$ cat config.mk
export PLATFORM = sky130hd
export DESIGN_NAME = urcd_out_fifo_flat
export DESIGN_NICKNAME = d
export VERILOG_FILES = /design/src/rtl/urcd_pkg.sv /design/src/rtl/urcd_chan_if.sv /design/src/rtl/urcd_out_fifo.sv /design/src/flat_wrapper.sv
export SDC_FILE = /design/constraint.sdc
export NUM_CORES = 1
export LEC_CHECK = 0
export ABC_AREA = 1
export BUFFER_PORTS_ARGS = -buffer_cell sky130_fd_sc_hd__buf_2
export CAP_MARGIN = 0
export CORE_MARGIN = 2
export CORE_UTILIZATION = 27
export DETAILED_ROUTE_END_ITERATION = 7
export PLACE_DENSITY = 0.87
export SYNTH_ARGS = -nofsm -noshare
export SYNTH_HDL_FRONTEND = slang
export SYNTH_SLANG_ARGS = --single-unit
$ cat constraint.sdc
create_clock -name clk -period 4.1 [get_ports clk]
set_input_delay 0.41 -clock clk [delete_from_list [all_inputs] [get_ports clk]]
set_output_delay 0.41 -clock clk [all_outputs]
set_load 0.05 [all_outputs]
$ cat src/rtl/urcd_pkg.sv
// shared types, constants and helper functions of the uniform row/column detector
// no dependencies; compiled first
package urcd_pkg;

    localparam int MAX_WIDTH_DEF  = 2048;
    localparam int MAX_HEIGHT_DEF = 4096;

    localparam int PIX_W      = 32;
    localparam int KIND_W     = 2;
    localparam int INDEX_W    = 12;
    localparam int MASK_W     = 64;
    localparam int ROWS_W     = 13;
    localparam int COLS_W     = 12;
    localparam int IMG_W_W    = 12;
    localparam int IMG_H_W    = 13;
    localparam int BPP_W      = 3;
    localparam int CFG_ADDR_W = 2;
    localparam int CFG_DATA_W = 13;
    localparam int WORD_SHIFT = 6;

    localparam int RES_FIFO_DEPTH = 4;
    localparam int FIFO_CNT_W     = $clog2(RES_FIFO_DEPTH + 1);

    // result kinds
    localparam logic [KIND_W-1:0] KIND_ROW     = 2'd0;
    localparam logic [KIND_W-1:0] KIND_MASK    = 2'd1;
    localparam logic [KIND_W-1:0] KIND_SUMMARY = 2'd2;

    // register indexes
    localparam logic [CFG_ADDR_W-1:0] REG_IMAGE_WIDTH     = 2'd0;
    localparam logic [CFG_ADDR_W-1:0] REG_IMAGE_HEIGHT    = 2'd1;
    localparam logic [CFG_ADDR_W-1:0] REG_BYTES_PER_PIXEL = 2'd2;

    localparam logic [IMG_W_W-1:0] IMAGE_WIDTH_RST     = 12'd2048;
    localparam logic [IMG_H_W-1:0] IMAGE_HEIGHT_RST    = 13'd4096;
    localparam logic [BPP_W-1:0]   BYTES_PER_PIXEL_RST = 3'd4;

    typedef struct packed {
        logic [PIX_W-1:0] pixel_value;
    } pixel_t;

    typedef struct packed {
        logic [KIND_W-1:0]  result_kind;
        logic [INDEX_W-1:0] item_index;
        logic               row_kept;
        logic [MASK_W-1:0]  column_mask;
        logic [ROWS_W-1:0]  living_rows;
        logic [COLS_W-1:0]  living_cols;
        logic               nothing_to_do;
        logic               last_of_run;
    } result_t;

    // pixel beat handed to the column tracker
    typedef struct packed {
        logic vld;
        logic first_row;
    } col_req_t;

    // frame-end mask dump control
    typedef struct packed {
        logic rd;
        logic clear;
    } dump_ctrl_t;

    function automatic logic [PIX_W-1:0] byte_mask(input logic [BPP_W-1:0] bpp);
        logic [PIX_W-1:0] m;
        case (bpp)
            3'd0:    m = 32'h0000_0000;
            3'd1:    m = 32'h0000_00FF;
            3'd2:    m = 32'h0000_FFFF;
            3'd3:    m = 32'h00FF_FFFF;
            default: m = 32'hFFFF_FFFF;
        endcase
        return m;
    endfunction

    function automatic logic [3:0] popcount8(input logic [7:0] v);
        logic [3:0] n;
        n = '0;
        for (int i = 0; i < 8; i++) begin
            n = n + 4'(v[i]);
        end
        return n;
    endfunction

    function automatic logic [6:0] popcount64(input logic [MASK_W-1:0] v);
        logic [6:0] n;
        n = '0;
        for (int i = 0; i < 8; i++) begin
            n = n + 7'(popcount8(v[8*i +: 8]));
        end
        return n;
    endfunction

endpackage

$ cat src/rtl/urcd_chan_if.sv
// valid/ready channel carrying one payload struct per beat
// payload type is set by the instantiating module (see urcd_pkg)
interface urcd_chan_if #(parameter type payload_t = logic) ();
    logic     valid;
    logic     ready;
    payload_t data;

    modport source (output valid, output data, input ready);
    modport sink   (input valid, input data, output ready);
endinterface

$ cat src/rtl/urcd_out_fifo.sv
// small result queue that decouples the detector from a stalling receiver
// depends on urcd_pkg and urcd_chan_if
module urcd_out_fifo import urcd_pkg::*; (
    input  logic                  clk,
    input  logic                  rst_n,
    input  logic                  push,
    input  result_t               push_data,
    output logic [FIFO_CNT_W-1:0] count,
    urcd_chan_if.source           result
);

    localparam int PW = (RES_FIFO_DEPTH > 1) ? $clog2(RES_FIFO_DEPTH) : 1;

    result_t                entry_reg [RES_FIFO_DEPTH];
    logic [PW-1:0]          wr_ptr_reg;
    logic [PW-1:0]          rd_ptr_reg;
    logic [FIFO_CNT_W-1:0]  cnt_reg;
    logic                   pop;

    assign pop          = result.valid & result.ready;
    assign result.valid = (cnt_reg != '0);
    assign result.data  = entry_reg[rd_ptr_reg];
    assign count        = cnt_reg;

    always_ff @(posedge clk)
    begin
        if (push)
        begin
            entry_reg[wr_ptr_reg] <= push_data;
        end
    end

    always_ff @(posedge clk or negedge rst_n)
    begin
        if (!rst_n)
        begin
            wr_ptr_reg <= '0;
            rd_ptr_reg <= '0;
            cnt_reg    <= '0;
        end
        else
        begin
            if (push)
            begin
                wr_ptr_reg <= (wr_ptr_reg == PW'(RES_FIFO_DEPTH - 1)) ? '0 : wr_ptr_reg + 1'b1;
            end
            if (pop)
            begin
                rd_ptr_reg <= (rd_ptr_reg == PW'(RES_FIFO_DEPTH - 1)) ? '0 : rd_ptr_reg + 1'b1;
            end
            cnt_reg <= cnt_reg + FIFO_CNT_W'(push) - FIFO_CNT_W'(pop);
        end
    end

endmodule

$ cat src/flat_wrapper.sv
// flat-port wrapper written by rule: the top's interface ports become plain ports
module urcd_out_fifo_flat import urcd_pkg::*;
  (clk, rst_n, push, push_data, count, result_valid, result_data, result_ready);
  urcd_chan_if result_i ();
  input  logic clk;
  input  logic rst_n;
  input  logic push;
  input  result_t push_data;
  output logic [FIFO_CNT_W-1:0] count;
  output wire logic [$bits(result_i.valid)-1:0] result_valid;
  output wire logic [$bits(result_i.data)-1:0] result_data;
  input wire logic [$bits(result_i.ready)-1:0] result_ready;
  assign result_valid = result_i.valid;
  assign result_data = result_i.data;
  assign result_i.ready = result_ready;
  urcd_out_fifo u_core (.clk(clk), .rst_n(rst_n), .push(push), .push_data(push_data), .count(count), .result(result_i));
endmodule
* Word level (Yosys, flattened, before mapping)
Memories as Yosys holds them, arrays and structs flattened.
Cells that the tools add are included.
** Cells by class
- Bitwise gates (word level) :: 1
- Reduce and logical (&&, ||, !) cells :: 1
- Multiplexer cells :: 4
- Equal/unequal tests :: 2
- Add/sub/neg operators :: 4
** Operators with widths (number)
- adder 2 x 1 -> 2 bit (second input constant) :: 2
- == test 2 bit (second input constant) :: 2
- 2-to-1 mux 2 bit :: 2
- adder 3 x 1 -> 3 bit :: 1
- nonzero test 3 bit :: 1
- subtractor 3 x 1 -> 3 bit :: 1
- 2-to-1 mux 1 bit :: 2
- AND 1 bit :: 1
** Storage, ports and cells
- Output and inout port bits :: 5
- Register bits :: 7
- Bits of input ports :: 110
- Memories :: 1
- Bits in writable memories :: 424
** Memories
- u_core.entry_reg :: words 4, width 106, read ports 1, clocked after Yosys merged registers in 0, write ports 1, RTL line urcd_out_fifo.sv:14 : result_t entry_reg [RES_FIFO_DEPTH];

* Longest topological paths before layout
Gate-level depths: netlist (run 1).
- Word-level depth :: 3
- Depth in mapped cells :: 12
- Depth with buffers taken out :: 12

* Worst setup path before layout (run 1)
OpenSTA, ideal clock, no wires.
- Path kind :: register to register
- From :: reg u_core.cnt_reg[1] (netlist: u_core.count[1])
- To :: reg u_core.cnt_reg[1] (netlist: u_core.count[1])
- Library setup time :: 0.114 ns
- Path buffers :: 0
- Required time :: 3.986 ns
- Setup slack :: 1.831 ns
- Cell stages (with the launch flop) :: 11
- Data arrival time :: 2.155 ns
- Cells stage by stage :: dfrtp_1 -> nor2_2 -> nand2_2 -> nand2_2 -> inv_1 -> ha_1 -> inv_1 -> ha_1 -> inv_1 -> fa_1 -> inv_1
** On the way
- Word-level cells in the longest chain between the ends :: 3
- Elaborated cells on any way between the ends :: 4
- Those cells by class :: 2 x add/sub; 1 x bitwise; 1 x reduce/logical
** Ends and longest elaborated chain
- start: declaration :: RTL line urcd_out_fifo.sv:17 : logic [FIFO_CNT_W-1:0] cnt_reg;
- start signal: assignment :: RTL line urcd_out_fifo.sv:51 : cnt_reg <= cnt_reg + FIFO_CNT_W'(push) - FIFO_CNT_W'(pop);
- nonzero test 3 bit :: RTL line urcd_out_fifo.sv:21 : assign result.valid = (cnt_reg != '0);
- named net result_valid :: RTL line flat_wrapper.sv:10 : output wire logic [$bits(result_i.valid)-1:0] result_valid;
- AND 1 bit :: RTL line urcd_out_fifo.sv:20 : assign pop = result.valid & result.ready;
- named net u_core.pop :: RTL line urcd_out_fifo.sv:18 : logic pop;
- subtractor 3 x 1 -> 3 bit :: RTL line urcd_out_fifo.sv:51
The timed path passes the listed nets, and every way through them passes these cells.
A chain may end at the register's enable or synchronous reset.

* Worst setup path in the final report (run 1)
- From :: reg u_core.cnt_reg[1] (netlist: u_core.count[1])
- To :: reg u_core.cnt_reg[1] (netlist: u_core.count[1])
** On the way
- Word-level cells in the longest chain between the ends :: 3
- Elaborated cells on any way between the ends :: 4
- Those cells by class :: 2 x add/sub; 1 x bitwise; 1 x reduce/logical
** Ends and longest elaborated chain (RTL line)
- nonzero test 3 bit :: urcd_out_fifo.sv:21
- AND 1 bit :: urcd_out_fifo.sv:20
- named net u_core.pop :: urcd_out_fifo.sv:18
- subtractor 3 x 1 -> 3 bit :: urcd_out_fifo.sv:51
The timed path passes the listed nets, and every way through them passes these cells.

==> summary.md, run 1 <==
| Metric | Value |
|---|---|
| Critical Path Most Common Cell | inv_1 |
| Max-slew violation total from the final report | 0 |
| Cells taking the most area after synthesis | dfrtp_1 (29%), edfxtp_1 (20%), ha_1 (15%) |
| Num rows | 17 |
| Max FO, Critical Path | 5 |
| Slowest Stage Delay on Critical Path | 0.47 ns |
| CTS Buffer Depth | 2 |
| CP Data Arrival Time | 2.07 ns |
| Remaining antenna violation count | 0 |
| P_sw | 0.276 mW |
| Final worst setup slack | 2.19 ns |
| Area of the core | 0.00215 mm² |
| Hold Crit Class | in2reg |
| H-Tree Depth | 1 |
| Finished Cell Area | 712 µm² |
| Placed inst area | 676 µm² |
| CTS tree | built |
| Post-CTS sizing | 0 |
| Syn. warnings | 0 |
| DR vias/cell | 3.97 |
| Largest register FFs | 4 |
| Pwr dens | 797 mW/mm² |
| Dpl hpwl | 733 µm |
| Non-Filler Instances | 104 |
| First-pass GRT wire length | roughly 1.6 mm |
| Crit path required time | 4.26 ns |
| Mean area per synthesized cell | just under 10 µm² |
| Mux cell area share after synthesis | 0% |
| I/O Buffers | 9 |
| XOR/XNOR Fraction of Synth Area | 2.94% |
| Crit path kind | reg2reg |
| Final setup fails | 0 |
| Mapped Cells | 62 |
| Skew final | a little over 0.005 ns |
| CP bufs+invs | 4 |
| VDD IR max | slightly below 0.3 mV |
| Leakage power | 0.390 nW |
| Clock transition at path regs | 0.07 ns |
| CP Launch Type | flop |
| Crit. End Element | flop |
| Share of post-route cells with drive strength above 1 | 19.7% |
| Drt drc | 0 |
| Seq/Total Area, Yosys | 49.6% |
| Vias in the first global route | 413 |
| Most frequent cells in the layout | nand2_1 (15), inv_1 (14), buf_2 (9) |
| Final #Nets | between 150 and 200 |
| Layout Utilization | 33.1% |
| Clock share of power | 12.3% |
| Hold bufs inserted after CTS | 1 |
| Max cap viols | 0 |
| Num CTS Buffers | 3 |
| Final WL | between 800 and 900 µm |
| Comb power frac | 51.5% |
| Yosys reg bits | 11 |
| Simple-gate share of the synthesized area | 16.0% |
| Max Freq | between 500 and 600 MHz |
| Netlist Area Pre-Place | a little under 600 µm² |
| Diode count | 0 |
| Post-placement cell count | 99 |
| Status | finished, final reports clean |
| Count of final hold-check violations | 0 |
| RSZ-0062 raised after global routing | false |
| Tmin final | 1.91 ns |
| Top delay family on crit path | adder cells |
| Starting Density | approximately 28% |
| Skew-Pair Late Insertion Delay | between 0.2 and 0.3 ns |
| Post-CTS Setup Repair Bufs | 0 |
| Pre-CTS setup slack | 2.17 ns |
| Commonest non-fill, non-tap cell in the layout | nand2_1 |
| Iteration-0 DRC count of the detailed router | 1 |
| Adder-Cell Fraction of Synth Area | 18.1% |
| Clock root cell | clkbuf_4 |
| TritonCTS Sinks | 11 |
| Net Count, Synth | 180 |
| Vias | 413 |
| Library cells used by synthesis | 16 |
| Largest area contributor in the netlist | dfrtp_1 |
| Top-area cell type share of the netlist area | 29.4% |
| Synth-to-layout area growth | 19.5% |
| CP max-delay cell | fa_1 |
| Rel. slew slack | 83.4% |
| Sequential power share | between 30% and 40% |
| Drt pass-1 iters | 2 |
| Setup_tns | 0 ns |
| Die Span X | 51.0 µm |
| Slew @ Worst Pin | 0.251 ns |
| Overflow left after global routing | 0 |
| Initial antenna violation count | 0 |
| Largest family of logic cells by synthesized area | adder cells |
| Sw frac | 48.7% |
| GRT Resource Usage Total | 8.34% |
| Internal | 0.291 mW |
| Largest net degree at the start of global routing | 10 |
| Chip Height | 51.0 µm |
| Period utilization | 46.5% |
| WL/cell | ~8.4 µm |
| Fin Hold WS | between 0.3 and 0.4 ns |
| CP Cell Sequence | nor2_2, nand2_2, nand2_2, inv_1, ha_1, inv_1, ha_1, inv_1, fa_1, inv_1 |
| Overall Power | 0.568 mW |
| DIE AREA | ~0.0026 mm² |
| Gp weighted congestion | about 0.76 |
| Compound-gate portion of the synthesized area | under 10% |
| # IOs | 115 |
[synth_stat cells (all sizes together)]
library cell / count
nand2: 17
inv: 14
dfrtp: 7
ha: 7
edfxtp: 4
a21oi: 2
nand3: 2
nor2: 2
o21ai: 2
fa: 1
o211ai: 1
or2: 1
xnor2: 1
xor2: 1
[worst paths after layout]
| path | end | from | cells past startpoint | slack [ns] |
|---|---|---|---|---|
| setup / recovery | u_core.count[1] | u_core.count[1] | 10 | 2.19 |
| hold / removal | u_core.entry_reg[2][0] | push_data[0] | 1 | 0.37 |
| setup reg to reg | u_core.count[1] | u_core.count[1] | 10 | 2.19 |
| hold reg to reg | u_core.wr_ptr_reg[0] | u_core.wr_ptr_reg[0] | 1 | 0.55 |
| max in group asynchronous | u_core.rd_ptr_reg[1] | rst_n | 2 | 3.43 |
| min in group asynchronous | u_core.wr_ptr_reg[0] | rst_n | 2 | 0.50 |
[kinds of logic after synthesis]
kind of cell | count (synthesis)
compound gates | 5
flops | 11
xor+xnor | 2
buf+inv | 14
simple gates | 22
fa+ha+maj | 8
[per-layer routing]
metal  track usage [%]  up-vias  routed length, µm
met4              6.76        0                 19
li1                  -      216                  -
met2              16.0        6                497
met3              1.75        2                 15
met5                 0        -                  0
met1              7.25      189                342
[power by group through the flow]
stage / registers (mW) / clock network, mW / logic [mW]
2_1_floorplan: 0.253 / 0 / 0.181
3_3_place_gp: 0.203 / 0 / 0.282
3_5_place_dp: 0.208 / 0 / 0.297
4_1_cts: 0.206 / 0.0724 / 0.299
5_1_grt: 0.212 / 0.0777 / 0.337
6_report: 0.206 / 0.0698 / 0.292
[layout make-up]
cell class	count	area (µm²)
repair buffers	10	55.1
clock buffers	4	26.3
inverters	14	52.6
fillers	220	1440
well taps	28	35.0
flip-flops and latches	11	295
multi-input cells	37	248
Power figures use the tool's default switching activity.
==> run 2: changes to the inputs <==
- ABC_AREA: 1 -> 0
- CORE_UTILIZATION: 27 -> 24
- PLACE_DENSITY: 0.87 -> 0.8
- clock period: 4.1 -> 1.95 ns (I/O delays scaled with it)
==> run 2 against run 1 <==
Net effect: clock skew fell by 0.0032 ns; area after synthesis down 4.0%; sequential power rose by 100%; the run now ends with setup timing left; critical endpoint is now u_core.count[2]; count of clock-buffer cells in the layout stayed put; final area rose by 1.8%; highest routed layer unchanged; via count is 16% lower.
==> summary.md, run 2 <==
| Metric | Value |
|---|---|
| Status | complete, but fails checks |
| Failing checks | setup timing |
| Top-area cell type share of the netlist area | between 30 and 40% |
| P_sw | 0.555 mW |
| Multi-input gate area | between 200 and 300 µm² |
| Remaining antenna violation count | 0 |
| CTS Buffer Depth | 2 |
| Hold Crit Class | in2reg |
| Max Freq | roughly 500 MHz |
| Crit. End Element | flop |
| H-Tree Depth | 1 |
| Final worst setup slack | -0.0663 ns |
| Cells taking the most area after synthesis | dfrtp_1 (31%), edfxtp_1 (21%), ha_1 (15%) |
| DR vias/cell | between 3 and 4 |
| Simple-gate share of the synthesized area | 8.53% |
| WL/cell | about 11 µm |
| Commonest non-fill, non-tap cell in the layout | buf_2 |
| Max FO, Critical Path | 4 |
| Vias | 345 |
| Library cells used by synthesis | 15 |
| Mux cell area share after synthesis | 7.88% |
| Clock share of power | 12.2% |
| Dpl hpwl | 812 µm |
| Overflow left after global routing | 0 |
| Ys flop type | dfrtp_1 |
| # IOs | 115 |
| Vias in the first global route | 359 |
| Most frequent cells in the layout | buf_2 (9), ha_1 (7), inv_1 (6) |
| Fin Hold WS | 0.159 ns |
| Seq/Total Area, Yosys | 51.6% |
| Largest family of logic cells by synthesized area | adder cells |
| TritonCTS Sinks | 11 |
| Largest register FFs | 4 |
| CP Cell Sequence | o31ai_4, inv_1, ha_1, inv_1, ha_1, inv_2, fa_2, xnor2_2, xnor2_1 |
| Skew final | ~0.002 ns |
| Adder-Cell Fraction of Synth Area | approximately a fifth |
| Diode count | 0 |
| Mean area per synthesized cell | 13.6 µm² |
| Comb power frac | 54.4% |
| Post-synth top cells | dfrtp_1 (7), ha_1 (7), inv_1 (7) |
| Slowest Stage Delay on Critical Path | approximately 0.43 ns |
| Sequential power share | 33.4% |
| Pwr dens | 1730 mW/mm² |
| Overall Power | 1.25 mW |
| Chip Height | around 53 µm |
| Starting Density | between 20% and 30% |
| Drt pass-1 iters | 2 |
| Net Count, Synth | 160 |
| Yosys reg bits | 11 |
| Sw frac | between 40 and 50% |
| RSZ-0062 raised after global routing | true |
| Final #Nets | 178 |
| Num CTS Buffers | 3 |
| Iteration-0 DRC count of the detailed router | 2 |
| Compound-gate portion of the synthesized area | 5.47% |
| Filler instances | approximately 230 |
| Netlist Area Pre-Place | 572 µm² |
| CP Launch Type | flop |
| Crit path required time | 2.10 ns |
| Period utilization | 103% |
| Largest net degree at the start of global routing | 10 |
| Layout Utilization | 32.4% |
| Tmin final | 2.02 ns |
| Gp weighted congestion | 0.644 |
| EDFF count, synth | 4 |
| Area of the core | 0.00223 mm² |
| I/O Buffers | 9 |
| Max-slew violation total from the final report | 0 |
| Drt drc | 0 |
| VDD IR max | 0.971 mV |
| Share of post-route cells with drive strength above 1 | ~44% |
| CP Data Arrival Time | 2.17 ns |
| GRT Resource Usage Total | 8.62% |
| Crit path kind | reg2reg |
| DIE AREA | 0.00279 mm² |
| Num rows | 17 |
| Internal | 0.696 mW |
| Synth-to-layout area growth | 26.7% |
| Final setup fails | 1 |
| Max cap viols | 0 |
| Slew @ Worst Pin | 0.258 ns |
| Rel. slew slack | between 80 and 90% |
| Leakage power | 0.330 nW |
| Clock root cell | clkbuf_4 |
| Syn. warnings | 0 |
| Pre-CTS setup slack | -0.0719 ns |
| Die Span X | 52.8 µm |
| Clock transition at path regs | 0.07 ns |
| Post-synth ARST share | 63.6% |
| Mapped Cells | 42 |
| Reg area | ~300 µm² |
| Final WL | 974 µm |
| Count of final hold-check violations | 0 |
| CTS tree | built |
| CP max-delay cell | dfrtp_2 |
| First-pass GRT wire length | 1.59 mm |
| XOR/XNOR Fraction of Synth Area | roughly 3.1% |
| Skew-Pair Late Insertion Delay | about 0.27 ns |
| Largest area contributor in the netlist | dfrtp_1 |
| Initial antenna violation count | 0 |
run 2: cell count changes after synthesis, sizes merged, moves of 2 or more:
cell / change
a21oi: -2
and2: +4
inv: -7
mux2: +2
nand2: -16
nand3: -2
run 2: worst paths after layout:
kind | startpoint | end | slack, ns | cells past startpoint
worst max-delay path | u_core.count[0] | u_core.count[2] | -0.07 | 9
worst min register to register | u_core.rd_ptr_reg[1] | u_core.rd_ptr_reg[1] | 0.56 | 1
worst max register to register | u_core.count[0] | u_core.count[2] | -0.07 | 9
worst min-delay path | push_data[0] | u_core.entry_reg[2][0] | 0.16 | 1
min in group asynchronous | rst_n | u_core.rd_ptr_reg[1] | 0.28 | 2
max in group asynchronous | rst_n | u_core.count[2] | 1.50 | 2
run 2: what timing repair did:
action / CTS / global route
pin swaps: 0 / 0
endpoints found under the hold margin: 7 / 0
setup buffers: 0 / 0
hold buffers: 1 / 0
setup endpoints to repair: 1 / 2
gates resized for setup: 2 / 0
run 2: worst max-delay path, delay by kind of cell (launching register included):
family / cells / cell delay, ns
xor gates and xnor gates: 2 / 0.27
adders and majority gates: 3 / 0.77
buffers and inverters: 3 / 0.17
AOI/OAI and AO/OA: 1 / 0.25
DFF: 1 / 0.43
run 2: area by class of cell:
cell class,instances,area share [%]
sequential,11,41.3
inverter,7,3.63
multi-input combinational,24,35.9
clock buffer,4,3.63
tap,28,4.84
timing repair buffer,13,10.7
run 2: metrics by stage:
step | area [µm²] | setup TNS, ns | std cells
floorplan | 578 | -0.185 | 42
global placement | 681 | -0.0145 | 82
detailed placement | 681 | -0.0719 | 82
CTS | 724 | -0.0765 | 87
global route | 724 | -0.222 | 87
finish | 724 | -0.0663 | 87
run 2: cells by family (layout without fill, tap and decap cells):
kind of cell	Yosys count	count (layout)
AO/OA/AOI/OAI	3	3
AND/OR/NAND/NOR	8	8
buffers and inverters	7	24
XOR/XNOR	2	2
multiplexers	3	3
adder cells (fa/ha/maj)	8	8
flip-flops	11	11
run 2: power groups by stage:
stage | Combinational, mW | Clock, mW | Sequential [mW]
final | 0.681 | 0.153 | 0.418
after global routing | 0.743 | 0.176 | 0.434
after CTS | 0.698 | 0.160 | 0.419
after detailed placement | 0.665 | 0 | 0.424
after global placement | 0.610 | 0 | 0.417
after floorplan | 0.349 | 0 | 0.542
run 2: routing by layer:
metal  routed length, µm  vias to the layer above  track usage [%]
met3                  50                        4             4.86
met5                   0                        -                0
met4                  19                        0             3.42
li1                    -                      173                -
met1                 345                      160             8.69
met2                 559                        8             14.6
==> run 3: changes to the inputs <==
- clock period: 1.95 -> 2 ns (I/O delays scaled with it)
==> run 3 against run 2 <==
Net effect: the flow now finishes without violations; die area unchanged; final area unchanged; clock power decreased by 5%; flip-flop and latch count unchanged; count of clock-buffer cells in the layout unchanged; wire length decreased by 6.7%; worst hold slack improved by 0.00071 ns; sequential power decreased by 2%; fmax increased by 1.3%; final cell count unchanged; utilization unchanged; total power decreased by 3.9%.
==> summary.md, run 3 (synthesized netlist as in run 2, its figures left out) <==
| Metric | Value |
|---|---|
| Status | finished, final reports clean |
| Filler instances | between 200 and 250 |
| Largest net degree at the start of global routing | 10 |
| Critical Path Most Common Cell | inv_1 |
| Vias in the first global route | 362 |
| Drt pass-1 iters | 2 |
| Dpl hpwl | 725 µm |
| Max FO, Critical Path | 2 |
| Post-placement cell count | a little over 80 |
| TritonCTS Sinks | 11 |
| CP Launch Type | flop |
| VDD IR max | 1.13 mV |
| Drt drc | 0 |
| Tmin final | 1.99 ns |
| CP Cell Sequence | o31ai_4, inv_1, ha_1, inv_1, ha_1, inv_1, fa_2, xnor2_2, xnor2_1 |
| Hold depth | 1 |
| CP max-delay cell | dfrtp_2 |
| GRT Resource Usage Total | under 10% |
| Die Span X | between 50 and 60 µm |
| Crit path required time | 2.15 ns |
| Synth-to-layout area growth | 26.7% |
| Rel. slew slack | 83.3% |
| CP Data Arrival Time | 2.14 ns |
| Fin Hold WS | 0.160 ns |
| Skew-Pair Late Insertion Delay | 0.26 ns |
| Commonest non-fill, non-tap cell in the layout | buf_2 |
| Period utilization | between 90% and 100% |
| CTS tree | built |
| CTS Buffer Depth | 2 |
| Overflow left after global routing | 0 |
| Crit path kind | reg2reg |
| Pwr dens | around 1700 mW/mm² |
| DIE AREA | 0.00279 mm² |
| Final WL | 909 µm |
| Num rows | 17 |
| Worst Hold End | u_core.entry_reg[2][0] |
| # IOs | about 120 |
| WL/cell | roughly 10 µm |
| R2R Setup Slk | 0.009 ns |
| Initial antenna violation count | 0 |
| Starting Density | 25.6% |
| Slowest Stage Delay on Critical Path | 0.43 ns |
| Non-Filler Instances | 87 |
| Count of final hold-check violations | 0 |
| Final setup fails | 0 |
| Final #Nets | 178 |
| Hold Crit Class | in2reg |
| Max cap viols | 0 |
| Crit. End Element | flop |
| Reg-to-reg critical path startpoint | u_core.count[1] |
| Hold path start | push_data[0] |
| Most frequent cells in the layout | buf_2 (9), inv_1 (7), ha_1 (7) |
| Share of post-route cells with drive strength above 1 | 42.4% |
| First-pass GRT wire length | 1.55 mm |
| FF-to-FF path depth | 9 |
| Capture point of the worst reg-to-reg path | u_core.count[2] |
| Diode count | 0 |
| Clock transition at path regs | about 0.070 ns |
| Area of the core | 0.00223 mm² |
| Vias | ~330 |
| H-Tree Depth | 1 |
| Skew final | 0.00624 ns |
| Leakage power | 0.330 nW |
| I/O Buffers | 9 |
| Gp weighted congestion | ~0.65 |
| Remaining antenna violation count | 0 |
| Largest register FFs | 4 |
| Slew @ Worst Pin | 0.252 ns |
| Clock root cell | clkbuf_4 |
| Chip Height | 52.8 µm |
| Iteration-0 DRC count of the detailed router | 5 |
| RSZ-0062 raised after global routing | true |
| Num CTS Buffers | 3 |
| Max Freq | 502 MHz |
| Max-slew violation total from the final report | 0 |
| DR vias/cell | around 3.8 |
run 3: cell types whose count changed in the layout (fill, tap and decap cells not counted):
| cell | change |
|---|---|
| inv_1 | +1 |
| inv_2 | -1 |
run 3: report_power, final:
part / switching [mW] / total, mW / internal [mW]
Combinational: 0.381 / 0.646 / 0.264
Clock: 0.0689 / 0.146 / 0.0770
Sequential: 0.0795 / 0.411 / 0.331
run 3: routing by layer:
layer / part of all wire (%) / vias up / global-route usage [%] / wire, µm
li1: - / 173 / - / -
met1: 41 / 155 / 8.56 / 370
met2: 56 / 3 / 14.4 / 507
met3: 2.3 / 2 / 3.43 / 21
met4: 1.1 / 0 / 5.13 / 10
met5: 0 / - / 0 / 0
run 3: cell type report:
| class | instances | area, µm² | share of cell area, % |
|---|---|---|---|
| repair buffers | 13 | 77.6 | 10.7 |
| inverters | 7 | 26.3 | 3.63 |
| clock buffers | 4 | 26.3 | 3.63 |
| well taps | 28 | 35.0 | 4.84 |
| flip-flops and latches | 11 | 299 | 41.3 |
| multi-input cells | 24 | 260 | 35.9 |
run 3: worst max path at each step:
stage                     from               to  slack (ns)  cells past startpoint
6_report       u_core.count[1]  u_core.count[2]       0.009                      9
5_1_grt        u_core.count[1]  u_core.count[2]       -0.09                      9
4_1_cts        u_core.count[0]  u_core.count[2]      -0.003                      9
3_5_place_dp   u_core.count[0]  u_core.count[2]       0.007                      9
3_3_place_gp   u_core.count[0]  u_core.count[2]        0.04                      9
2_1_floorplan  u_core.count[0]  u_core.count[2]       -0.08                      9
run 3: through the flow:
stage / worst slack [ns] / setup TNS [ns] / total power, mW / instance area, µm² / util [%]
after floorplan: -0.0792 / -0.0850 / 0.869 / 578 / -
after global routing: -0.0859 / -0.0859 / 1.31 / 724 / 32.4
final: 0.00947 / 0 / 1.20 / 724 / 32.4
after CTS: -0.00342 / -0.00342 / 1.20 / 717 / 32.1
after global placement: 0.0422 / 0 / 0.985 / 673 / 30.1
after detailed placement: 0.00714 / 0 / 1.03 / 673 / 30.1
run 3: critical path: cells and delay by family (launching register included):
kind | cells | cell delay [ns]
xor+xnor | 2 | 0.27
fa+ha+maj | 3 | 0.75
flops | 1 | 0.43
buf+inv | 3 | 0.18
compound gates | 1 | 0.25
run 3: repair_timing:
action / CTS / global route
hold buffers: 1 / 0
gates resized for setup: 1 / 0
buffers inserted: 0 / 1
hold endpoints to repair: 7 / 0
pin swaps: 0 / 2
setup endpoints to repair: 1 / 2
